--- src/fdrle_pkg.sv ---
`timescale 1ns / 1ps
// ----------------------------------------------------------------------------
// fdrle_pkg
// Shared types and constants of the frame delta run-length encoder.
// ----------------------------------------------------------------------------
package fdrle_pkg;

    // configuration register indexes
    localparam logic REG_WIDTH_IN_USE  = 1'b0;
    localparam logic REG_HEIGHT_IN_USE = 1'b1;

    // result kinds
    localparam logic KIND_RUN = 1'b0;
    localparam logic KIND_EOF = 1'b1;

    // store entry: bit 24 marks an entry that holds no colour yet
    localparam int          ENTRY_W      = 25;
    localparam logic [24:0] INVALID_MARK = 25'h100_0000;

    // result queue geometry
    localparam int RQ_DEPTH = 8;
    localparam int RQ_PW    = 3;
    localparam int RQ_CW    = 4;
    localparam int RES_MAX  = 3;

    // pixel on its way from the scan stage to the run stage
    typedef struct packed {
        logic [23:0] color;
        logic [6:0]  x;
        logic [6:0]  y;
        logic        x_zero;
        logic        y_zero;
    } pix_t;

    // one result word
    typedef struct packed {
        logic        kind;
        logic [6:0]  first_x;
        logic [6:0]  final_x;
        logic [6:0]  row_y;
        logic [23:0] color;
        logic [15:0] frame;
        logic        last;
    } result_t;

endpackage

--- src/fdrle_fifo.sv ---
`timescale 1ns / 1ps
// ----------------------------------------------------------------------------
// fdrle_fifo
// Result queue: takes up to three words a cycle while it has room, gives
// one a cycle on the master stream side while out_ready is high.
// ----------------------------------------------------------------------------
module fdrle_fifo
    import fdrle_pkg::*;
(
    input  logic       aclk,
    input  logic       aresetn,
    output logic       room,
    input  logic       push,
    input  logic [1:0] push_count,
    input  result_t    push_data [RES_MAX],
    output logic       out_valid,
    input  logic       out_ready,
    output result_t    out_data
);

    result_t          q [RQ_DEPTH];
    logic [RQ_PW-1:0] wr_ptr_reg, rd_ptr_reg;
    logic [RQ_CW-1:0] count_reg;
    logic             pop;
    logic [RQ_CW-1:0] add_count;

    assign out_valid = (count_reg != '0);
    assign out_data  = q[rd_ptr_reg];
    assign pop       = out_valid && out_ready;
    assign room      = (count_reg <= RQ_CW'(RQ_DEPTH - RES_MAX));
    assign add_count = push ? RQ_CW'(push_count) : '0;

    // pointers and fill level
    always_ff @(posedge aclk) begin
        if (!aresetn) begin
            wr_ptr_reg <= '0;
            rd_ptr_reg <= '0;
            count_reg  <= '0;
        end else begin
            wr_ptr_reg <= wr_ptr_reg + RQ_PW'(add_count);
            if (pop) begin
                rd_ptr_reg <= rd_ptr_reg + 1'b1;
            end
            count_reg <= count_reg + add_count - RQ_CW'(pop);
        end
    end

    // entry writes
    always_ff @(posedge aclk) begin
        for (int k = 0; k < RES_MAX; k++) begin
            if (push && (2'(k) < push_count)) begin
                q[wr_ptr_reg + RQ_PW'(k)] <= push_data[k];
            end
        end
    end

`ifndef SYNTHESIS
    a_no_overflow: assert property (@(posedge aclk) disable iff (!aresetn)
        count_reg <= RQ_CW'(RQ_DEPTH))
        else $error("result queue overflow");
    a_push_has_room: assert property (@(posedge aclk) disable iff (!aresetn)
        (push && push_count != 2'd0) |-> $past(count_reg) <= RQ_CW'(RQ_DEPTH)
            && count_reg <= RQ_CW'(RQ_DEPTH - RES_MAX) + RQ_CW'(pop))
        else $error("result push without room");
    a_pop_nonempty: assert property (@(posedge aclk) disable iff (!aresetn)
        (pop && !push) |=> count_reg == $past(count_reg) - 1'b1)
        else $error("result pop accounting");
`endif

endmodule
--- config.mk ---
export PLATFORM = sky130hd
export DESIGN_NAME = fdrle_fifo
export DESIGN_NICKNAME = d
export VERILOG_FILES = /design/src/fdrle_pkg.sv /design/src/fdrle_fifo.sv
export SDC_FILE = /design/constraint.sdc
export NUM_CORES = 1
export LEC_CHECK = 0
export BUFFER_PORTS_ARGS = -buffer_cell sky130_fd_sc_hd__buf_2
export CORE_MARGIN = 1.5
export CORE_UTILIZATION = 38
export DETAILED_ROUTE_END_ITERATION = 10
export PLACE_DENSITY = 0.54
export SYNTH_ARGS = -nofsm -noshare
export SYNTH_HDL_FRONTEND = slang
export SYNTH_SLANG_ARGS = --single-unit
--- constraint.sdc ---
create_clock -name aclk -period 3.77 [get_ports aclk]
set_input_delay 0.5655 -clock aclk [delete_from_list [all_inputs] [get_ports aclk]]
set_output_delay 0.5655 -clock aclk [all_outputs]
set_load 0.02 [all_outputs]
# After elaboration in Yosys (flattened, before gate mapping)

Memories as Yosys holds them, arrays and structs flattened. A register that Yosys moved wholly into a read port is not among the register bits.
Cells that the tools add are included.

Bits in registers: 10
Memory bits (writable): 504
Input bits: 195
Memories kept: 1

Add/sub/neg operators: 6
Magnitude comparators: 4
Muxes and demuxes: 9
Reductions and logical operators: 5

Memories:

| memory | depth | width | rd ports | clocked after Yosys merged registers in | wr ports | RTL line         | text |
|---|---|---|---|---|---|---|---|
| q      | 8     | 63    | 1        | 1                                       | 3        | fdrle_fifo.sv:21 | `result_t q [RQ_DEPTH];` |

Operator list:

| cell                  | number |
|---|---|
| $add A3 B1 Y3 const B | 2 |
| $mux W1               | 6 |
| $mux W3               | 2 |
| $add A4 B2 Y4         | 1 |
| $le A4 B3 Y1 const B  | 1 |
| $logic_and A1 B1 Y1   | 4 |
| $lt A1 B2 Y1 const A  | 2 |
| $reduce_bool A4 Y1    | 1 |
| $sub A4 B1 Y4         | 1 |
| $add A3 B2 Y3         | 1 |
| $add A3 B2 Y3 const B | 1 |
| $lt A2 B2 Y1 const A  | 1 |
| $mux W2               | 1 |

# Depth between registers and ports, before layout

Depth after elaboration: 4
Gate-level depth with buffers: 11

# Least setup slack after synthesis

Ideal clock, no wire load.

Kind: in2reg
Start: input push_count[1]
End: memory q[1][0] in the netlist's numbering, enable pin
Arrival: 2.911 ns
Path slack: 0.018 ns
Stages: 6
Buffers on the path: 3
Cell sequence: buf_4 nand3_1 or3_1 clkbuf_1 clkbuf_1 nand3_1

RTL lines:

| item               | RTL line         | text |
|---|---|---|
| start: declaration | fdrle_fifo.sv:14 | `input logic [1:0] push_count,` |
| end: declaration   | fdrle_fifo.sv:21 |  |

==> key figures <==
Run status
  – Status: finished, final reports clean

Timing
  – # setup viols final: 0
  – Fin crit period: 3.38 ns
  – Pins Over Slew Limit: 0
  – Max Fclk: 0.296 GHz
  – Worst-case clock skew: 0.0432 ns
  – Tightest Pin Transition: 1.02 ns
  – Max-slew headroom: 0.316
  – Final TNS setup: 0 ns
  – Period utilization: 0.897
  – RSZ-0062 raised after global routing: no
  – Hold Vio Cnt, Final: 0

Global routing
  – Largest net degree at the start of global routing: 127
  – Vias in the first global route: 23600
  – Antenna violations before repair: 21
  – GRT Residual Overflow: 0
  – GRT Total Usage: 0.261
  – First-pass GRT wire length: 160000 um

Clock network
  – Post-CTS Hold Buffers: 0
  – CTS tree: done
  – Setup Fix Bufs, Post-CTS: 0
  – # clock sinks: 517
  – CTS Buf Count: 61
  – Max Root-Sink Buffers: 3
  – Clock root buffer: clkbuf_16
  – Clock transition at path regs: 0.05 ns
  – Worst-skew pair later-pin latency: 0.66 ns
  – # resized after CTS: 0
  – Htree depth: 2

Finish
  – Max reg flops: 504
  – Filler cells: 7455
  – Share of post-route cells with drive strength above 1: 0.198
  – Final core occ: 0.434
  – Final #Nets: 3443
  – Post-Layout Cell Count: 4341
  – Post-route cell area: 0.0344 mm2
  – Area Overhead vs Synth: 12.8%

Die
  – Row cnt: 103
  – I/O pins: 260
  – DIE WIDTH: 286 um
  – Chip height: 286 um
  – Initial core utilization: 0.385
  – Die ar.: 0.0819 mm2
  – Core Footprint: 0.0793 mm2

Setup path
  – Worst path depth: 4
  – Reg2reg setup slack: 0.67 ns
  – CP Capture Type: output pin
  – Worst r2r dst: q[4][59]$_DFFE_PP_
  – Crit path DAT: 2.82 ns
  – Worst r2r src: wr_ptr_reg[0]$_SDFF_PN0_
  – Crit path max fanout: 29
  – CP Launch Type: flip-flop
  – R2R depth: 6
  – Buf/Inv on CP: 2
  – Worst path cell trace: buf_12 -> mux4_2 -> mux2_2 -> buf_2
  – Crit Path Category: flip-flop to output pin
  – CP required: 3.20 ns
  – Largest delay share family, worst path: multiplexers
  – Critical-path top delay cell: dfxtp_4
  – Biggest cell delay along the critical path: 0.74 ns

Yosys
  – Ys async rst share: 0
  – Most common cell in the synthesized netlist: nand2_1
  – Top cell type by total area after synthesis: edfxtp_1
  – Synth cell types: 44
  – Synth warn: 0
  – Post-Syn Instances: 3282
  – Syn_nets: 3488
  – Post-synth EDFFs: 504
  – Area contributors post-synth: edfxtp_1 (50%), nand2_1 (13%), a31oi_1 (10%)
  – Post-synth top flop: edfxtp_1
  – Syn Std Cell Area: 0.0305 mm2
  – Sequential share of the synthesized area: 0.505
  – Most frequent cells after synthesis: nand2_1 (1027), nor2_1 (508), a31oi_1 (504), edfxtp_1 (504), clkbuf_1 (201)
  – Top cell type's share of synthesized area: 0.496
  – Seq cells post-synth: 517
  – Mean Syn Cell Area: 9.29 um2

Placement
  – Number of port buffers: 259
  – Placed cells: 4224
  – Area after detailed placement: 0.0324 mm2
  – Hpwl dp: 62900 um
  – Routability cong.: 0.798

Detailed routing
  – Iteration-0 DRC count of the detailed router: 2781
  – Avg WL per Cell: 25.1 um
  – Vias/cell: 5.83
  – Residual DRC: 0
  – Final wirelength: 109000 um
  – Vias: 25300
  – Final antenna-violating net count: 0
  – First-pass DRT Iterations: 5

Worst hold path
  – Hold WC Path Type: primary input to flip-flop
  – Hold Path Origin: out_ready
  – Worst Hold Depth: 3

Job
  – Max-cap violations: 0

Pwr
  – Lkg Pwr: 12.7 nW
  – Power Density: 502 mW/mm2
  – VDD IR max: 0.400 mV
## tightest hold or removal path: stages
cell,delay [ns]
buf_2,0.12
nand3_1,0.09
a21boi_0,0.07
## worst max-delay path by stage
stage                               to                     start
floorplan            q[1][0]$_DFFE_PP_             push_count[1]
global placement    q[6][47]$_DFFE_PP_  wr_ptr_reg[0]$_SDFF_PN0_
detailed placement  q[4][23]$_DFFE_PP_  wr_ptr_reg[0]$_SDFF_PN0_
CTS                       out_data[28]                 flip-flop
global route              out_data[28]                 flip-flop
finish                    out_data[21]                 flip-flop
## layout make-up
| type | count | area, um2 | area share |
|---|---|---|---|
| antenna | 11 | 27.5 | 0.000800 |
| clock buffer | 73 | 1590 | 0.0463 |
| clock inverter | 33 | 383 | 0.0111 |
| inverter | 9 | 33.8 | 0.000982 |
| multi-input combinational | 2314 | 13400 | 0.389 |
| sequential | 517 | 15400 | 0.448 |
| tap | 1050 | 1310 | 0.0382 |
| timing repair buffer | 334 | 2250 | 0.0653 |
## power by group
group          total, W  internal [W]  switching [W]
Combinational   0.00439       0.00192        0.00247
Clock           0.00595       0.00341        0.00253
Sequential      0.00694       0.00673       0.000211
Total            0.0173        0.0121        0.00521
## cells by family after synthesis
group,after synthesis,synth area share
buffers and inverters,451,0.0637
flip-flops,517,0.505
multiplexers,189,0.116
XOR/XNOR,7,0.00250
adder cells (fa/ha/maj),11,0.00501
AO/OA/AOI/OAI,519,0.107
AND/OR/NAND/NOR,1588,0.201
## metal layers
metal  global-route usage  vias to the layer above  share of wire
li1                     -                    11500              -
met1                0.342                    12400           0.40
met2                0.441                     1252           0.49
met3               0.0460                      209          0.089
met4               0.0794                       20          0.027
met5                    0                        -         0.0012
## per-stage QoR
stage	setup WS (ns)	total power, W	hold slack, ns
2_1_floorplan	0.0183	0.0100	0.463
3_3_place_gp	0.747	0.0115	0.476
3_5_place_dp	0.688	0.0115	0.472
4_1_cts	0.297	0.0174	0.238
5_1_grt	0.229	0.0179	0.286
6_report	0.386	0.0173	0.262
## cells in the final DEF (no fill, tap or decap), types with 7 or more instances in the layout
master,instances
nand3_1,7
dfxtp_1,10
edfxtp_1,504
nor2_1,504
clkinv_1,9
clkbuf_1,11
clkinvlp_4,7
mux4_2,126
a31oi_1,504
and2_1,11
buf_12,31
buf_4,44
nor2_4,8
buf_2,259
mux2_2,63
clkbuf_16,62
diode_2,11
inv_1,9
nand2_4,12
ha_1,9
nand2_1,1015
Power figures use the tool's default switching activity.
