==> src/fdrle_pkg.sv <==
`timescale 1ns / 1ps
// ----------------------------------------------------------------------------
// fdrle_pkg
// Shared types and constants of the frame delta run-length encoder.
// ----------------------------------------------------------------------------
package fdrle_pkg;

    // configuration register indexes
    localparam logic REG_WIDTH_IN_USE  = 1'b0;
    localparam logic REG_HEIGHT_IN_USE = 1'b1;

    // result kinds
    localparam logic KIND_RUN = 1'b0;
    localparam logic KIND_EOF = 1'b1;

    // store entry: bit 24 marks an entry that holds no colour yet
    localparam int          ENTRY_W      = 25;
    localparam logic [24:0] INVALID_MARK = 25'h100_0000;

    // result queue geometry
    localparam int RQ_DEPTH = 8;
    localparam int RQ_PW    = 3;
    localparam int RQ_CW    = 4;
    localparam int RES_MAX  = 3;

    // pixel on its way from the scan stage to the run stage
    typedef struct packed {
        logic [23:0] color;
        logic [6:0]  x;
        logic [6:0]  y;
        logic        x_zero;
        logic        y_zero;
    } pix_t;

    // one result word
    typedef struct packed {
        logic        kind;
        logic [6:0]  first_x;
        logic [6:0]  final_x;
        logic [6:0]  row_y;
        logic [23:0] color;
        logic [15:0] frame;
        logic        last;
    } result_t;

endpackage

==> src/fdrle_run.sv <==
`timescale 1ns / 1ps
// ----------------------------------------------------------------------------
// fdrle_run
// Change detection and run building for one pixel a cycle on fire; holds
// the open run and the frame count, emits up to three results per pixel.
// ----------------------------------------------------------------------------
module fdrle_run
    import fdrle_pkg::*;
(
    input  logic               aclk,
    input  logic               aresetn,
    input  logic               fire,
    input  pix_t               pix,
    input  logic [ENTRY_W-1:0] prev,
    output logic               changed,
    output logic [1:0]         res_count,
    output result_t            res [RES_MAX]
);

    logic        open_reg, open_next;
    logic [6:0]  start_reg, start_next;
    logic [23:0] held_reg, held_next;
    logic [15:0] frame_reg, frame_next;

    logic        a_v, b_v, c_v;
    result_t     a_res, b_res, c_res;
    logic [6:0]  x_plus;
    logic [1:0]  b_idx, c_idx;

    assign changed = (prev != {1'b0, pix.color});
    assign x_plus  = pix.x + 7'd1;

    // run bookkeeping
    always_comb begin
        open_next  = open_reg;
        start_next = start_reg;
        held_next  = held_reg;
        frame_next = frame_reg;
        a_v        = 1'b0;
        a_res      = '{KIND_RUN, start_reg, x_plus, pix.y, held_reg, frame_reg, 1'b0};
        if (!changed) begin
            if (open_reg) begin
                a_v       = 1'b1;
                open_next = 1'b0;
            end
        end else if (open_reg) begin
            if (held_reg != pix.color) begin
                a_v        = 1'b1;
                start_next = pix.x;
                held_next  = pix.color;
            end
        end else begin
            open_next  = 1'b1;
            start_next = pix.x;
            held_next  = pix.color;
        end
        // end of row closes the run
        b_v   = pix.x_zero && open_next;
        b_res = '{KIND_RUN, start_next, 7'd0, pix.y, held_next, frame_reg, 1'b0};
        if (pix.x_zero) begin
            open_next = 1'b0;
        end
        // end of frame marker
        c_v   = pix.x_zero && pix.y_zero;
        c_res = '{KIND_EOF, 7'd0, 7'd0, 7'd0, 24'd0, frame_reg, 1'b1};
        if (c_v) begin
            frame_next = frame_reg + 16'd1;
        end
    end

    // compact the results in order, flag the final one
    always_comb begin
        b_idx     = {1'b0, a_v};
        c_idx     = {1'b0, a_v} + {1'b0, b_v};
        res_count = c_idx + {1'b0, c_v};
        res[0]    = c_res;
        res[1]    = c_res;
        res[2]    = c_res;
        if (a_v) begin
            res[0]      = a_res;
            res[0].last = !b_v && !c_v;
        end
        if (b_v) begin
            res[b_idx]      = b_res;
            res[b_idx].last = !c_v;
        end
        if (c_v) begin
            res[c_idx] = c_res;
        end
    end

    // state update
    always_ff @(posedge aclk) begin
        if (!aresetn) begin
            open_reg  <= 1'b0;
            start_reg <= 7'd0;
            held_reg  <= 24'd0;
            frame_reg <= 16'd0;
        end else if (fire) begin
            open_reg  <= open_next;
            start_reg <= start_next;
            held_reg  <= held_next;
            frame_reg <= frame_next;
        end
    end

endmodule

==> config.mk <==
export PLATFORM = sky130hd
export DESIGN_NAME = fdrle_run
export DESIGN_NICKNAME = d
export VERILOG_FILES = /design/src/fdrle_pkg.sv /design/src/fdrle_run.sv
export SDC_FILE = /design/constraint.sdc
export NUM_CORES = 1
export LEC_CHECK = 0
export ABC_AREA = 1
export BUFFER_PORTS_ARGS = -buffer_cell sky130_fd_sc_hd__buf_2
export CAP_MARGIN = 40
export CORE_ASPECT_RATIO = 1.2
export CORE_UTILIZATION = 47
export DETAILED_ROUTE_END_ITERATION = 7
export GPL_TIMING_DRIVEN = 0
export PLACE_DENSITY = 0.83
export SYNTH_ARGS = -nofsm -noshare
export SYNTH_HDL_FRONTEND = slang
export SYNTH_SLANG_ARGS = --single-unit
==> constraint.sdc <==
create_clock -name aclk -period 3 [get_ports aclk]
set_clock_uncertainty 0.15 [all_clocks]
set_input_delay 0.15 -clock aclk [delete_from_list [all_inputs] [get_ports aclk]]
set_output_delay 0.15 -clock aclk [all_outputs]
set_load 0.01 [all_outputs]
* Word-level counts from Yosys, hierarchy flattened
Cells that the tools add are included.
** Word-level totals
- Flip-flop bits (word level) :: 48
- Bits of input ports :: 68
** Cells by class
- Add/subtract/negate cells :: 4
- Magnitude comparators :: 4
- Equality and inequality tests :: 2
- Mux-type cells :: 24
- Bitwise operators :: 2
- Reductions and logical operators :: 8
** Operators by type and width (count)
- 189-bit bitwise mux :: 3
- 63-bit demux with 2-bit select :: 3
- 189-bit two-way mux :: 2
- 63-bit two-way mux :: 3
- 24-bit two-way mux :: 3
- 25-bit by 24-bit != test with 1-bit output :: 1
- 24-bit != test :: 1
- 7-bit two-way mux :: 3
- 16-bit by 1-bit adder with 16-bit output (second input constant) :: 1
- 7-bit by 1-bit adder with 7-bit output (second input constant) :: 1
- 1-bit two-way mux :: 7
- 3-bit greater-or-equal comparator (second input constant) :: 2
- 3-bit by 1-bit less-than comparator with 1-bit output (second input constant) :: 2
- 1-bit logical AND :: 5
- 1-bit NOT with 3-bit output :: 1
- 2-bit NOT with 3-bit output :: 1
- 1-bit by 1-bit adder with 2-bit output :: 1
- 2-bit by 1-bit adder with 2-bit output :: 1
- 1-bit zero test :: 2
- 2-bit AND reduction :: 1

* Depth between registers and ports, before layout
- Word-level depth :: 14
- Depth in mapped cells :: 18
- Depth with buffers taken out :: 17

* Least setup slack after synthesis
Ideal clock, no wire load.
- Path type :: register to output
- Start point :: register held_reg[13]
- End point :: output port res[102] (netlist bit)
- Arrival time :: 2028 ps
- Data required time :: 2700 ps
- Setup slack :: 672 ps
- Cell stages (with the launch flop) :: 18
- Cells stage by stage :: dfxtp_1 -> inv_1 -> nand2_1 -> nand2_1 -> nor2_1 -> nand2_1 -> nor2_1 -> nand2_1 -> nor2_1 -> nand2_2 -> nand2_4 -> clkinv_2 -> ha_1 -> nand2_1 -> nand3_2 -> buf_6 -> buf_6 -> nor2_2
** RTL lines
- start: declaration :: RTL line fdrle_run.sv:22 : logic [23:0] held_reg, held_next;
- start signal: assignment :: RTL line fdrle_run.sv:102 : held_reg <= held_next;
- end: declaration :: RTL line fdrle_run.sv:17 : output result_t res [RES_MAX]

==> out/metrics.csv <==
metric,value,unit
status,completed,
Fillers,1023,
hold-fix buffers at CTS,0,
"Async S/R FF share, synth",0,%
crit path max fanout,10,
initial antenna violation count,0,
Largest register FFs,24,
Setup-failing EPs final,0,
die height,115,um
Core ar.,10200,um^2
crit path cell chain,inv_1 -> nand2_1 -> nand2_1 -> nand2_1 -> inv_1 -> nand2_1 -> nor2_1 -> nand2_1 -> nor2_2 -> nand2_2 -> nand2_4 -> ha_1 -> nand2_4 -> nand3_1 -> buf_4 -> o21ai_0 -> buf_2,
critical path type,flop to primary output,
WHS Path Cells,4,
"Reg clk slew, reported paths",80,ps
Final Max Tran Viols,0,
Pre-antenna DRT Iters,5,
CP most frequent cell,nand2_1,
Mapped Cells,892,
achievable frequency,345,MHz
worst path bufs/invs,4,
multiplexer share of the synthesized area,0,%
Sequential cell area,977,um^2
post-synth cell types,31,
Synth Area in Compound Gates,10.2,%
synthesis-to-layout area growth,34.5,%
Final TNS setup,0,ps
Routed Antenna Nets,0,
routed len/inst,12.3,um
routed wire length,15.8,mm
Worst-Skew Late Latency,290,ps
vias after detailed routing,5963,
cell taking the most area after synthesis,nand2_1,
Commonest cells post-synth,"nand2_1 (258), inv_1 (159), nor2_1 (88)",
combinational family with the most area after synthesis,simple AND/OR/NAND/NOR gates,
Iteration-0 DRC Markers,270,
#FFs+latches synth,48,
# port buffers,205,
Ant. Diodes,0,
vias in the first global route,5055,
H-tree levels,2,
DRC violations left,0,
cell with the most instances after synthesis,nand2_1,
CP Capture Type,primary output,
Startpoint Class,flop,
fin nets,1236,
CTS tree,yes,
largest net degree at the start of global routing,17,
GRT Residual Overflow,0,
share of the synthesized area in the top cell type,19.4,%
Yosys warning count,0,
Avg Inst Size Synth,5.58,um^2
Leakage,4.29,nW
"CP delay by family, top",simple AND/OR/NAND/NOR gates,
flop-to-flop setup slack,860,ps
FF-to-FF Start,held_reg[2],
Hold Path Class,primary input to flop,
number of max-cap violations,0,
R2R depth,12,
vias per inst,4.63,
die extent in x,96.0,um
Post-Synth Adder-Cell Area,1.66,%
post-detail-place hpwl,12.5,mm
initial core utilization,49.0,%
CP peak stage delay,390,ps
first-pass GRT wire length,23.9,mm
reg2reg end,start_reg[3],
Placer Congestion,0.906,
Fin. Hold Viols,0,
Post-synth EDFFs,0,
PD cells,297,nW/um^2
hold endpoint,open_reg,
CTS Root Cell,clkbuf_16,
"Req. time, crit path",2700,ps
peak supply drop,0.258,mV
"Primary FF master, synth",dfxtp_1,
Clock Sinks,48,
Clock Path Buffers,2,
Ports,260,
"Seq/Total Area, Yosys",19.3,%
CP max-delay cell,dfxtp_1,
xor/xnor share of the synthesized area,4.22,%
synth top area cells,"nand2_1 (19%), dfxtp_1 (19%), buf_4 (13%)",
critical path arrival,2600,ps
final instance area,6700,um^2
min Tclk post-route,2900,ps
Die Footprint,11000,um^2
Synth Area in Simple Gates,36.2,%
Area after DPL,6360,um^2
part of the cycle the worst path needs,96.6,%
Final WS setup,103,ps
Slew @ Worst Pin,586,ps
layout cells sized above 1,32.1,%
area of the multi-input gates,2860,um^2
Final Util,65.9,%
Rows,40,
total CTS buffers,5,
Power Total,0.00199,W
pre-CTS setup slack,-287,ps
Mapped Area,4980,um^2
Worst Hold Launch,pix[1],
GRT Overall Usage,28.3,%
Slew headroom,61.0,%
## through the flow
stage	instances	hold slack [ps]
floorplan	944	121
detailed placement	1275	305
finish	1289	11.7
global route	1289	28.5
CTS	1286	4.79
global placement	1275	300
## worst register-to-register path, stage by stage, from the launching register on
cell,delay (ps)
dfxtp_1,410
xnor2_1,140
nand2_1,70
nor2_1,100
nand2_1,60
nor2_1,170
nand3_1,270
nand2_1,290
nand2_1,90
nand2_1,120
nand2_1,70
nand2_1,70
inv_1,30
## cell usage in the layout, fill, tap and decap left out, types with 3 or more instances in the layout
master and n:
inv_2 5, dfxtp_1 37, o21ai_1 8, nand3_1 47
nor2_2 24, buf_8 3, xor2_1 12, conb_1 54
nand2_1 256, nor2_4 5, xnor2_1 12, buf_2 209
dfxtp_2 10, ha_1 4, o21ai_0 55, clkbuf_1 13
buf_4 95, nand2_4 3, inv_1 158, a21oi_1 36
nor2_1 83, clkbuf_16 5, nor3_1 6
## per-layer routing
metal	vias to the layer above	wire length (um)	share of wire, %	GRT usage (%)
met2	268	8020	51	53.0
met1	2587	6080	38	31.9
met3	26	1330	8.4	4.23
met4	0	403	2.5	10.3
li1	3082	-	-	-
met5	-	0	0	0
## kinds of logic after synthesis
kind of cell / Yosys count
xor gates and xnor gates: 24
and+or+nand+nor: 433
AOI/OAI and AO/OA: 101
buffers and inverters: 278
DFF: 48
other: 2
adders and majority gates: 6
## report_power, final
part           internal, W  switching, W  leakage (nW)
sequential        0.000670     0.0000313         0.399
combinational     0.000249      0.000370          3.81
clock             0.000397      0.000269        0.0804
## timing repair
action / 4_1_cts / 5_1_grt
gates resized for setup: 19 / 31
pin swaps: 2 / 6
endpoints found under the setup margin: 61 / 61
setup buffers: 3 / 3
## cell type report
cell class,count,share of cell area (%)
multi-input cells,618,42.7
repair buffers,211,16.0
flip-flops and latches,48,14.6
well taps,126,2.35
inverters,165,9.36
clock inverters,3,0.691
plain buffers,113,12.4
clock buffers,5,1.87
## worst max-delay path by stage
stage,depth (start not counted),end,from
after global placement,16,res[152],pix[26]
after global routing,17,res[186],held_reg[3]
after CTS,18,res[102],held_reg[13]
after detailed placement,18,res[152],pix[26]
after floorplan,17,res[102],held_reg[13]
final,17,res[186],held_reg[4]
No activity file was read; power rests on OpenSTA's default activity.
